[src/numlex_pkg.sv]
// Shared types, constants and helper functions of the numeric literal scanner.
// No dependencies; imported by every module of the block.
package numlex_pkg;

   // Length saturates here; the reported length field also saturates at 255.
   localparam int LENGTH_LIMIT = 255;
   localparam int LEN_W        = $clog2(LENGTH_LIMIT + 1);
   localparam int VALUE_W      = 63;
   localparam int MAC_W        = VALUE_W + 4;   // room for accum * 16 + 15

   localparam int REQ_TDATA_W  = 8;
   localparam int REQ_TUSER_W  = 2;
   localparam int RSP_FIELDS_W = 2 + VALUE_W + 8;
   localparam int RSP_TDATA_W  = ((RSP_FIELDS_W + 7) / 8) * 8;

   // Character codes
   localparam logic [7:0] CH_0     = 8'h30;
   localparam logic [7:0] CH_1     = 8'h31;
   localparam logic [7:0] CH_9     = 8'h39;
   localparam logic [7:0] CH_LA    = 8'h61;
   localparam logic [7:0] CH_LF    = 8'h66;
   localparam logic [7:0] CH_UA    = 8'h41;
   localparam logic [7:0] CH_UF    = 8'h46;
   localparam logic [7:0] CH_LX    = 8'h78;
   localparam logic [7:0] CH_UX    = 8'h58;
   localparam logic [7:0] CH_LB    = 8'h62;
   localparam logic [7:0] CH_UB    = 8'h42;
   localparam logic [7:0] CH_LE    = 8'h65;
   localparam logic [7:0] CH_UE    = 8'h45;
   localparam logic [7:0] CH_DOT   = 8'h2E;
   localparam logic [7:0] CH_PLUS  = 8'h2B;
   localparam logic [7:0] CH_MINUS = 8'h2D;

   typedef enum logic [3:0] {
      PH_IDLE     = 4'd0,
      PH_ZERO     = 4'd1,
      PH_INT      = 4'd2,
      PH_DOT      = 4'd3,
      PH_FRAC     = 4'd4,
      PH_EXP_E    = 4'd5,
      PH_EXP_SIGN = 4'd6,
      PH_EXP_DIG  = 4'd7,
      PH_PREFIX   = 4'd8
   } phase_type;

   typedef enum logic [1:0] {
      RADIX_DEC = 2'd0,
      RADIX_HEX = 2'd1,
      RADIX_BIN = 2'd2
   } radix_type;

   typedef enum logic [1:0] {
      KIND_INT      = 2'd0,
      KIND_OVERFLOW = 2'd1,
      KIND_FLOAT    = 2'd2,
      KIND_NO_DIGIT = 2'd3
   } kind_type;

   typedef struct packed {
      logic [7:0] ch;
      logic       begin_req;
      logic       end_of_text;
   } item_type;

   typedef struct packed {
      phase_type            phase;
      logic [VALUE_W-1:0]   accum;
      logic                 too_big;
      logic [LEN_W-1:0]     len;
      logic                 is_frac;
      radix_type            radix;
   } scan_state_type;

   typedef struct packed {
      kind_type           kind;
      logic [VALUE_W-1:0] value;
      logic [7:0]         length;
   } result_type;

   localparam scan_state_type SCAN_RESET = '{
      phase:   PH_IDLE,
      accum:   '0,
      too_big: 1'b0,
      len:     '0,
      is_frac: 1'b0,
      radix:   RADIX_DEC
   };

   function automatic logic is_dec(input logic [7:0] c);
      return (c >= CH_0) && (c <= CH_9);
   endfunction

   // Saturating add of 1..3 characters to the committed length
   function automatic logic [LEN_W-1:0] commit_len(input logic [LEN_W-1:0] l,
                                                   input logic [1:0] k);
      logic [LEN_W:0] n;
      n = {1'b0, l} + (LEN_W+1)'(k);
      if (n > (LEN_W+1)'(LENGTH_LIMIT)) begin
         return LEN_W'(LENGTH_LIMIT);
      end
      return n[LEN_W-1:0];
   endfunction

   function automatic logic [7:0] sat_len8(input logic [LEN_W-1:0] l);
      if (int'(l) > 255) begin
         return 8'hFF;
      end
      return 8'(l);
   endfunction

   // Closing a literal at end of text: a pending dot is taken as a fraction
   function automatic scan_state_type end_state(input scan_state_type s);
      scan_state_type r;
      r = s;
      if (s.phase == PH_DOT) begin
         r.len     = commit_len(s.len, 2'd1);
         r.is_frac = 1'b1;
      end
      return r;
   endfunction

   function automatic result_type finish(input scan_state_type s);
      result_type r;
      r.value  = '0;
      r.length = sat_len8(s.len);
      if (s.phase == PH_PREFIX && s.len <= LEN_W'(2)) begin
         r.kind = KIND_NO_DIGIT;
      end else if (s.is_frac) begin
         r.kind = KIND_FLOAT;
      end else if (s.too_big) begin
         r.kind = KIND_OVERFLOW;
      end else begin
         r.kind  = KIND_INT;
         r.value = s.accum;
      end
      return r;
   endfunction

   function automatic scan_state_type start_state(input logic [7:0] c);
      scan_state_type r;
      r = SCAN_RESET;
      if (is_dec(c)) begin
         r.len   = LEN_W'(1);
         r.accum = VALUE_W'(c - CH_0);
         r.phase = (c == CH_0) ? PH_ZERO : PH_INT;
      end
      return r;
   endfunction

endpackage

[src/numlex_in_stage.sv]
// Input register of the scanner: holds one character transfer until the
// step logic takes it. Depends on numlex_pkg.
module numlex_in_stage
   import numlex_pkg::*;
(
   input  logic                   clock,
   input  logic                   reset,
   input  logic                   req_tvalid,
   output logic                   req_tready,
   input  logic [REQ_TDATA_W-1:0] req_tdata,
   input  logic [REQ_TUSER_W-1:0] req_tuser,
   input  logic                   advance,
   output logic                   item_valid,
   output item_type               item
);

   logic     valid_ff, valid_in;
   item_type item_ff, item_in;
   logic     take;

   assign req_tready = !valid_ff || advance;
   assign take       = req_tvalid && req_tready;

   always_comb begin
      valid_in = valid_ff;
      item_in  = item_ff;
      if (req_tready) begin
         valid_in = req_tvalid;
      end
      if (take) begin
         item_in.ch          = req_tdata;
         item_in.begin_req   = req_tuser[0];
         item_in.end_of_text = req_tuser[1];
      end
   end

   always_ff @(posedge clock) begin
      if (reset) begin
         valid_ff <= 1'b0;
      end else begin
         valid_ff <= valid_in;
      end
      item_ff <= item_in;
   end

   assign item_valid = valid_ff;
   assign item       = item_ff;

endmodule

[src/numlex_step.sv]
// Per-character next-state and result logic of the scanner, including the
// radix multiply-add with overflow detect. Depends on numlex_pkg.
module numlex_step
   import numlex_pkg::*;
(
   input  scan_state_type cur,
   input  item_type       item,
   output scan_state_type nxt,
   output logic           emit,
   output result_type     result
);

   logic [7:0]       c;
   logic [3:0]       digit;
   logic             dig_ok;
   logic [MAC_W-1:0] acc_ext, scaled, mac;
   logic             mac_over;
   scan_state_type   w, fin_w;
   logic             done, fin, try_exp;

   assign c = item.ch;

   // Digit value in the current radix
   always_comb begin
      digit  = 4'(c - CH_0);
      dig_ok = 1'b0;
      unique case (cur.radix)
         RADIX_BIN: dig_ok = (c == CH_0) || (c == CH_1);
         RADIX_HEX: begin
            if (is_dec(c)) begin
               dig_ok = 1'b1;
            end else if (c >= CH_LA && c <= CH_LF) begin
               dig_ok = 1'b1;
               digit  = 4'(c - CH_LA + 8'd10);
            end else if (c >= CH_UA && c <= CH_UF) begin
               dig_ok = 1'b1;
               digit  = 4'(c - CH_UA + 8'd10);
            end
         end
         default: dig_ok = is_dec(c);
      endcase
   end

   // accum * radix + digit; anything above 2^63-1 is overflow
   assign acc_ext = MAC_W'(cur.accum);
   always_comb begin
      unique case (cur.radix)
         RADIX_HEX: scaled = acc_ext << 4;
         RADIX_BIN: scaled = acc_ext << 1;
         default:   scaled = (acc_ext << 3) + (acc_ext << 1);
      endcase
   end
   assign mac      = scaled + MAC_W'(digit);
   assign mac_over = |mac[MAC_W-1:VALUE_W];

   always_comb begin
      w       = cur;
      nxt     = cur;
      fin_w   = cur;
      emit    = 1'b0;
      done    = 1'b0;
      fin     = 1'b0;
      try_exp = 1'b0;
      if (item.end_of_text) begin
         if (cur.phase != PH_IDLE) begin
            emit      = 1'b1;
            fin_w     = end_state(cur);
            nxt.phase = PH_IDLE;
         end
      end else if (item.begin_req) begin
         if (cur.phase != PH_IDLE) begin
            emit  = 1'b1;
            fin_w = end_state(cur);
         end
         nxt = start_state(c);
      end else if (cur.phase != PH_IDLE) begin
         if (w.phase == PH_ZERO) begin
            if (c == CH_LX || c == CH_UX || c == CH_LB || c == CH_UB) begin
               w.radix = (c == CH_LX || c == CH_UX) ? RADIX_HEX : RADIX_BIN;
               w.len   = commit_len(w.len, 2'd1);
               w.accum = '0;
               w.phase = PH_PREFIX;
               done    = 1'b1;
            end else begin
               w.phase = PH_INT;
            end
         end
         // a dot is only kept once the next character is not a second dot
         if (!done && w.phase == PH_DOT) begin
            if (c == CH_DOT) begin
               fin  = 1'b1;
               done = 1'b1;
            end else begin
               w.len     = commit_len(w.len, 2'd1);
               w.is_frac = 1'b1;
               w.phase   = PH_FRAC;
            end
         end
         if (!done) begin
            unique case (w.phase)
               PH_PREFIX, PH_INT: begin
                  if (dig_ok) begin
                     if (!w.too_big) begin
                        if (mac_over) begin
                           w.too_big = 1'b1;
                           w.accum   = '0;
                        end else begin
                           w.accum = mac[VALUE_W-1:0];
                        end
                     end
                     w.len = commit_len(w.len, 2'd1);
                  end else if (w.phase == PH_PREFIX) begin
                     fin = 1'b1;
                  end else if (c == CH_DOT) begin
                     w.phase = PH_DOT;
                  end else begin
                     try_exp = 1'b1;
                  end
               end
               PH_FRAC: begin
                  if (is_dec(c)) begin
                     w.len = commit_len(w.len, 2'd1);
                  end else begin
                     try_exp = 1'b1;
                  end
               end
               PH_EXP_E: begin
                  if (is_dec(c)) begin
                     w.len     = commit_len(w.len, 2'd2);
                     w.is_frac = 1'b1;
                     w.phase   = PH_EXP_DIG;
                  end else if (c == CH_PLUS || c == CH_MINUS) begin
                     w.phase = PH_EXP_SIGN;
                  end else begin
                     fin = 1'b1;
                  end
               end
               PH_EXP_SIGN: begin
                  if (is_dec(c)) begin
                     w.len     = commit_len(w.len, 2'd3);
                     w.is_frac = 1'b1;
                     w.phase   = PH_EXP_DIG;
                  end else begin
                     fin = 1'b1;
                  end
               end
               PH_EXP_DIG: begin
                  if (is_dec(c)) begin
                     w.len = commit_len(w.len, 2'd1);
                  end else begin
                     fin = 1'b1;
                  end
               end
               default: w.phase = PH_IDLE;
            endcase
            if (try_exp) begin
               if (c == CH_LE || c == CH_UE) begin
                  w.phase = PH_EXP_E;
               end else begin
                  fin = 1'b1;
               end
            end
         end
         nxt = w;
         if (fin) begin
            emit      = 1'b1;
            fin_w     = w;
            nxt.phase = PH_IDLE;
         end
      end
   end

   assign result = finish(fin_w);

endmodule

[src/numeric_literal_scanner.sv]
// Top level of the numeric literal scanner: input register, step logic,
// scan state and result register. Depends on numlex_pkg, numlex_in_stage, numlex_step.
//
// The scanner takes one source character per transfer, starting at a
// literal's first digit (req_tuser bit 0), and returns one result when the
// literal ends: on the first character that does not belong to it, on a new
// begin, or on end of text (req_tuser bit 1). It recognizes 0x/0X hex, 0b/0B
// binary and decimal with optional fraction and exponent; "1..2" ends the
// integer before the dots, and a dangling 'e' or 'e+' is not counted. Integer
// values above 2^63-1 report the overflow kind with value 0; floats report
// value 0; a bare "0x"/"0b" reports the no-digit kind with length 2. Length
// counts consumed characters including the prefix and saturates at 255.
// Throughput is one character per clock with no gaps while the result register
// is free or drains; a result is registered once the character that closes the
// literal has passed the input register and the step logic. The rate is set by
// the scan state update, whose longest path is the 63-bit multiply-by-radix-and-add
// with overflow detect. While a held result waits with rsp_tready low, stepping
// stops and the input register takes at most one more character; a result that
// drains in the same cycle costs no stall.
module numeric_literal_scanner
   import numlex_pkg::*;
(
   input  logic                   clock,
   input  logic                   reset,
   // input character stream
   input  logic                   req_tvalid,
   output logic                   req_tready,
   input  logic [REQ_TDATA_W-1:0] req_tdata,   // [7:0] ch
   input  logic [REQ_TUSER_W-1:0] req_tuser,   // [0] begin_req, [1] end_of_text
   // result stream
   output logic                   rsp_tvalid,
   input  logic                   rsp_tready,
   output logic [RSP_TDATA_W-1:0] rsp_tdata    // [1:0] kind, [64:2] value,
                                               // [72:65] length, rest zero
);

   logic           item_valid;
   item_type       item;
   logic           advance;
   scan_state_type state_ff, state_in, step_nxt;
   logic           emit;
   result_type     step_res;
   logic           out_valid_ff, out_valid_in;
   result_type     out_res_ff, out_res_in;

   // Step a character whenever the result register is free or drains now
   assign advance = item_valid && (!out_valid_ff || rsp_tready);

   numlex_in_stage u_in_stage (
      .clock      (clock),
      .reset      (reset),
      .req_tvalid (req_tvalid),
      .req_tready (req_tready),
      .req_tdata  (req_tdata),
      .req_tuser  (req_tuser),
      .advance    (advance),
      .item_valid (item_valid),
      .item       (item)
   );

   numlex_step u_step (
      .cur    (state_ff),
      .item   (item),
      .nxt    (step_nxt),
      .emit   (emit),
      .result (step_res)
   );

   always_comb begin
      state_in     = state_ff;
      out_valid_in = out_valid_ff;
      out_res_in   = out_res_ff;
      if (advance) begin
         state_in     = step_nxt;
         out_valid_in = emit;
         if (emit) begin
            out_res_in = step_res;
         end
      end else if (rsp_tready) begin
         out_valid_in = 1'b0;
      end
   end

   always_ff @(posedge clock) begin
      if (reset) begin
         state_ff     <= SCAN_RESET;
         out_valid_ff <= 1'b0;
      end else begin
         state_ff     <= state_in;
         out_valid_ff <= out_valid_in;
      end
      out_res_ff <= out_res_in;
   end

   assign rsp_tvalid = out_valid_ff;
   assign rsp_tdata  = RSP_TDATA_W'({out_res_ff.length, out_res_ff.value, out_res_ff.kind});

endmodule

[config.mk]
export PLATFORM = sky130hd
export DESIGN_NAME = numeric_literal_scanner
export DESIGN_NICKNAME = d
export VERILOG_FILES = /design/src/numlex_pkg.sv /design/src/numlex_in_stage.sv /design/src/numlex_step.sv /design/src/numeric_literal_scanner.sv
export SDC_FILE = /design/constraint.sdc
export NUM_CORES = 1
export LEC_CHECK = 0
export ABC_AREA = 1
export BUFFER_PORTS_ARGS = -buffer_cell sky130_fd_sc_hd__buf_2
export CAP_MARGIN = 20
export CORE_MARGIN = 2
export CORE_UTILIZATION = 45
export DETAILED_ROUTE_END_ITERATION = 8
export GPL_TIMING_DRIVEN = 1
export SLEW_MARGIN = 20
export SYNTH_ARGS = -nofsm -noshare
export SYNTH_HDL_FRONTEND = slang
export SYNTH_SLANG_ARGS = --single-unit
[constraint.sdc]
create_clock -name clock -period 11.35 [get_ports clock]
set_input_delay 0 -clock clock [delete_from_list [all_inputs] [get_ports clock]]
set_output_delay 0 -clock clock [all_outputs]
set_load 0.05 [all_outputs]
After elaboration in Yosys (flattened, before gate mapping)

Index checks and enable logic that the tools add are counted.
W data, S select, Z words.

Word-level logic and storage cells: 270
Bits in registers: 164
Input bits: 14
Output and inout port bits: 82

Reductions and logical operators: 30
$add $sub $neg: 13
Muxes and demuxes: 175
Equal/unequal tests: 24
Bitwise logic cells: 1
$lt $le $gt $ge: 12

Operators with widths:

| operator              | count |
|---|---|
| $mux W79              | 6 |
| $mux W67              | 5 |
| $mux W8               | 21 |
| $pmux W67 S2          | 1 |
| $mux W64              | 2 |
| $mux W63              | 2 |
| $mux W1               | 94 |
| $mux W4               | 21 |
| $mux W9               | 9 |
| $mux W77              | 1 |
| $mux W72              | 1 |
| $add A66 B64 Y67      | 1 |
| $add A67 B4 Y67       | 1 |
| $eq A8 B7 Y1 const B  | 6 |
| $gt A9 B8 Y1 const B  | 5 |
| $eq A8 B6 Y1 const B  | 5 |
| $pmux W8 S5           | 1 |
| $add A8 B1 Y9 const B | 3 |
| $mux W11              | 2 |
| $add A8 B2 Y9 const B | 2 |
| $eq A4 B3 Y1 const B  | 4 |
| $ge A8 B7 Y1 const B  | 2 |
| $le A8 B7 Y1 const B  | 2 |
| $pmux W4 S4           | 1 |
| other kinds (26)      | 57 |

Longest topological paths before layout

Word-level depth: 49
Depth in mapped cells: 48
Gate-level depth less buffers: 47

Modules after synthesis

Synthesis repeated with hierarchy kept, for this count alone.

Cells, all modules: 3278
Area total of the unflattened synthesis: 20103.0 um^2

Modules (own cells, without submodules):

| module                  | times used | area each (um^2) | sequential area each (um^2) | cells an instance |
|---|---|---|---|---|
| numlex_step             | 1          | 13928.4          | 0.0                         | 2652 |
| numeric_literal_scanner | 1          | 5826.8           | 3793.6                      | 610 |
| numlex_in_stage         | 1          | 347.8            | 320.3                       | 16 |

Least setup slack after synthesis

No wires, ideal clock.

Path type: reg2reg
Start point: register state_ff[0] (netlist name)
End point: register state_ff[34] (netlist name)
Arrival time: 5.932 ns
Setup time: 0.070 ns
Path buffers: 8
Clock period less this slack: 6.003 ns
Cell stages (with the launch flop): 46
Setup slack: 5.347 ns
Required time: 11.280 ns
Cell sequence: dfxtp_1 inv_1 ha_1 buf_2 inv_1 buf_2 clkbuf_1 buf_2 buf_2 buf_2 clkbuf_1 o21ai_0 o21ai_0 inv_1 ha_1 a21oi_1 inv_1 a31oi_1 (+10 left out) nor2_1 nand4_1 nor2_2 nand2_2 inv_2 nand3_4 nor2_2 nand3_1 nand2_1 nand2_1 nor2_2 nand2_2 nor2_4 nand2_2 buf_6 o21ai_1 nand2_1 a21oi_1

Cells in the longest elaborated chain, start to end: 11
Elaborated cells on any way between the ends: 14
Classes of those cells: add/sub: 1; eq/ne: 2; mux: 10; reduce/logical: 1

RTL lines:

| element                                             | RTL line                             | text |
|---|---|---|
| start: declaration                                  | numeric_literal_scanner.sv:40        | `scan_state_type state_ff, state_in, step_nxt;` |
| start signal: assignment                            | numeric_literal_scanner.sv:89        | `state_ff <= state_in;` |
| $eq A2 B2 Y1 / $eq A2 B1 Y1 (equally long branches) | numlex_step.sv:27, numlex_step.sv:47 |  |
| $pmux W67 S2 / $mux W4 (equally long branches)      | numlex_step.sv:47, numlex_step.sv:27 |  |
| $add A67 B4 Y67                                     | numlex_step.sv:53                    | `assign mac = scaled + MAC_W'(digit);` |
| $reduce_or A4 Y1                                    | numlex_step.sv:54                    | `assign mac_over = \|mac[MAC_W-1:VALUE_W];` |
| $mux W63                                            | numlex_step.sv:104                   | `if (mac_over) begin` |
| $mux W64                                            | numlex_step.sv:103                   | `if (!w.too_big) begin` |
| $mux W72 (*)                                        | numlex_step.sv:102                   | `if (dig_ok) begin` |
| $mux W64 (*)                                        | numlex_step.sv:100                   | `unique case (w.phase)` |
| $mux W77 (*)                                        | numlex_step.sv:99                    | `if (!done) begin` |
| $mux W79 (*)                                        | numlex_step.sv:76                    | `end else if (cur.phase != PH_IDLE) begin` |
| $mux W79 (*)                                        | numlex_step.sv:70                    | `end else if (item.begin_req) begin` |

Mark *: on every way between the ends. The rest lies on a longest branch, timed or not. The select of a mux whose other input is x is not followed.
A chain may end at the register's enable or synchronous reset.

Worst setup path after layout

Start point: register u_in_stage.item_ff, in the netlist u_in_stage.item[6]
End point: register out_res_ff, in the netlist rsp_tdata[3] (data pin)

Cells in the longest elaborated chain, start to end: 43
Elaborated cells on any way between the ends: 183
Classes of those cells: add/sub: 5; order compare: 11; eq/ne: 19; mux: 131; reduce/logical: 17

RTL lines:

| element                           | RTL line                      | text |
|---|---|---|
| start: declaration                | numlex_in_stage.sv:18         | `item_type item_ff, item_in;` |
| start signal: assignment          | numlex_in_stage.sv:43         | `item_ff <= item_in;` |
| $eq A8 B7 Y1                      | numlex_step.sv:78             | `if (c == CH_LX \|\| c == CH_UX \|\| c == CH_LB \|\| c == CH_UB) begin` |
| $logic_or A1 B1 Y1 (3 in series)  | numlex_step.sv:78             |  |
| $mux W8                           | numlex_step.sv:78             |  |
| $mux W8                           | numlex_step.sv:77             | `if (w.phase == PH_ZERO) begin` |
| $mux W8                           | numlex_step.sv:76             |  |
| $mux W8                           | numlex_step.sv:70             |  |
| $mux W8                           | numlex_step.sv:64             | `if (item.end_of_text) begin` |
| $add A8 B1 Y9                     | numlex_pkg.sv:97              | `n = {1'b0, l} + (LEN_W+1)'(k);` |
| (+25 left out)                    | n/a                           |  |
| $mux W77                          | numlex_step.sv:99             |  |
| $mux W79 (*)                      | numlex_step.sv:165            | `if (fin) begin` |
| $mux W79 (*)                      | numlex_step.sv:76             |  |
| $mux W79 (*)                      | numlex_step.sv:70             |  |
| $mux W79 (*)                      | numlex_step.sv:64             |  |
| $le A8 B2 Y1                      | numlex_pkg.sv:126             | `if (s.phase == PH_PREFIX && s.len <= LEN_W'(2)) begin` |
| $logic_and A1 B1 Y1               | numlex_pkg.sv:126             |  |
| $reduce_or A3 Y1 (no source line) | n/a                           |  |
| end signal: assignment            | numeric_literal_scanner.sv:92 | `out_res_ff <= out_res_in;` |
| end: declaration                  | numeric_literal_scanner.sv:44 | `result_type out_res_ff, out_res_in;` |

Marks and branches as above.

==> results.toml <==
[synth]
ys_seq_area_frac = 0.235
yosysMostFrequentCell = "nand2_1"
syn_inst = 2716
synthesis.area_um2 = 17500
yosys-top-cells-count = "nand2_1, inv_1, a21oi_1"
async_reset_ff_frac = 0
synth_area_leader_cell = "edfxtp_1"
ys_seq_elements = 164
synth_top_area_frac = 0.142
yosysUniqueCellTypes = 65
avgSynthCellArea_um2 = 6.44
synth-main-ff-cell = "edfxtp_1"
synth.area.top_cells = "edfxtp_1, nand2_1, dfxtp_1"
synth_edf_count = 83
yosys_warnings = 0

[clock_tree]
clkSinkCount = 164
numCtsBuffers = 17
path_clk_slew_ps = 70
clk_latency_ps = 520
post_cts_buffers = 0
cts_tree = "built"
cts_buffer_depth = 2
h-tree-depth = 4
root_buffer = "clkbuf_16"

[setup_path]
critPathKind = "reg2reg"
timing.rr.start = "u_in_stage.item[6]$_DFFE_PP_"
r2r_slack_ps = 3730
crit_arrival_ps = 7850
cp.required_ps = 11570
path_max_fanout = 33
critPathSlowestCell = "buf_4"
crit_top_cell = "nand2_1"
cp-end-kind = "flip-flop"
r2r_end = "rsp_tdata[3]$_SDFFCE_PP0P_"
start_kind = "flip-flop"
r2r_cells = 42
cp_slowest_stage_delay_ps = 700

[global_route]
grt_pass1_vias = 17600
grt.overflow.total = 0
grt_antenna_before_repair = 0
grt_max_degree = 79
grt_usage = 0.305
grt_pass1_wl_um = 97100

[min_path]
worstHoldPathCells = 2
hold_end = "u_in_stage.item[6]$_DFFE_PP_"
hp-start = "req_tdata[4]"
hold_class = "in2reg"

[final_layout]
drive_above_1_share = 0.106
regArea_um2 = 4110
n_antenna_cell = 0
stdcell_count = 3292
n_fill_cell = 4150
multi_input_area_um2 = 11400
postLayoutCoreUtil = 0.491
nets = 2863
area_growth_pct = 8.12

[run]
cap_viol_max_count = 0

[placement]
place.detailed.hpwl_um = 47400
port_buffers = 88
dp.cells = 3246
gp_congestion = 0.966

[routing]
drt_wl_total_um = 62100
vias = 18600
via_per_inst = 5.64
routedWlPerCell_um = 18.9
drc = 0
first_pass_iters = 6
drtIter0Drc = 1321
drtAntennaViolNets = 0

[sta]
finalCritPeriodShare = 0.672
finalSetupViolCount = 0
worst_pin_slew_ps = 1050
report.final.hold_viol_count = 0
timing.slew.headroom = 0.301
fmaxAchievable_mhz = 131
rsz0062_at_grt = "no"
fin_crit_ps = 7620
drv_slew = 0
tns_ps = 0
finalClockSkew_ps = 20.6

[floorplan]
die_x_um = 201
row_count = 72
floorplan.die_area_um2 = 40500
fp.coreArea_um2 = 38600
die_h_um = 201
io_pins = 96
initial_core_util = 0.454

[pwr]
power.density_nw_per_um2 = 69.8
p_int_uw = 972
seq_power_share = 0.475
leakage_nw = 7.99
p_sw_uw = 349
p_comb_frac = 0.065
sw_frac_of_total = 0.264
ir_worst_vdd_mv = 0.131
clock_power_share = 0.460

[status]
run_status = "complete, no violations"
[layout by cell type, fill, tap and decap left out, drive strengths merged, types with 6 or more instances in the layout]
cell	instances
a21oi	304
a22oi	7
a31oi	40
buf	105
clkbuf	17
clkinv	10
conb	7
dfxtp	81
dlygate4sd3	14
edfxtp	83
ha	86
inv	388
nand2	631
nand3	141
nand3b	6
nand4	52
nor2	340
nor3	41
nor4	17
o211ai	8
o21a	8
o21ai	210
o221ai	42
o22ai	26
xnor2	24
xor2	51
[worst max-delay path by stage]
| stage | from | to | slack (ps) |
|---|---|---|---|
| final | u_in_stage.item[6]$_DFFE_PP_ | rsp_tdata[3]$_SDFFCE_PP0P_ | 3730 |
| after global placement | u_in_stage.item[2]$_DFFE_PP_ | rsp_tdata[3]$_SDFFCE_PP0P_ | 3780 |
| after detailed placement | u_in_stage.item[3]$_DFFE_PP_ | rsp_tdata[3]$_SDFFCE_PP0P_ | 3750 |
| after floorplan | state_ff[0]$_SDFFE_PP0P_ | state_ff[34]$_SDFFE_PP0P_ | 5350 |
| after global routing | u_in_stage.item[3]$_DFFE_PP_ | rsp_tdata[3]$_SDFFCE_PP0P_ | 3070 |
| after CTS | u_in_stage.item[2]$_DFFE_PP_ | rsp_tdata[3]$_SDFFCE_PP0P_ | 3710 |
[routing by layer]
metal	global-route usage	wire (um)	up-vias
li1	-	-	9184
met1	0.375	26400	8701
met2	0.531	30500	560
met3	0.0488	3100	118
met4	0.126	2200	0
met5	0	0	-
[per-stage QoR]
stage	total power [mW]	area, um^2	setup slack, ps	hold slack, ps
3_3_place_gp	0.722	18200	3780	179
5_1_grt	1.36	18900	3070	179
2_1_floorplan	0.697	17500	5350	98.9
6_report	1.32	18900	3730	191
3_5_place_dp	0.722	18200	3750	179
4_1_cts	1.33	18900	3710	169
[registers in the layout, indices dropped and copies added, names as in the netlist]
name                   flops
rsp_tdata                 73
u_in_stage.item_valid      1
rsp_tvalid                 1
u_in_stage.item           10
state_ff                  79
[final cells by class]
type,count,share of cell area
Multi-Input combinational cell,2072,0.603
Sequential cell,164,0.217
Inverter,387,0.0770
Timing Repair Buffer,119,0.0374
Tap cell,518,0.0343
Clock buffer,17,0.0225
Clock inverter,15,0.00866
[kinds of logic (layout without fill, tap and decap cells)]
logic type      Yosys count  after routing  synth area share
xor+xnor                 75             75            0.0375
buf+inv                 486            538             0.115
compound gates          664            664             0.213
fa+ha+maj                88             88            0.0638
other cells               1              7          0.000214
flops                   164            164             0.235
simple gates           1238           1238             0.335
[critical path, delay by kind of cell, from the launching register on]
family / cells / cell delay, ps
AND/OR/NAND/NOR: 29 / 3300
buffers and inverters: 7 / 1450
AO/OA/AOI/OAI: 2 / 900
adder cells (fa/ha/maj): 3 / 860
flip-flops: 1 / 410
XOR/XNOR: 1 / 320
[power groups by stage]
stage	clock (mW)	combinational, mW	sequential, mW
global route	0.641	0.0939	0.628
detailed placement	0	0.0814	0.640
global placement	0	0.0815	0.640
floorplan	0	0.0580	0.639
CTS	0.619	0.0853	0.627
finish	0.607	0.0865	0.627
[what timing repair did]
item                      4_1_cts  5_1_grt
hold endpoints to repair       12        0
hold buffers                   14        0
gates resized for setup         0        0
No activity file was read; power rests on OpenSTA's default activity.
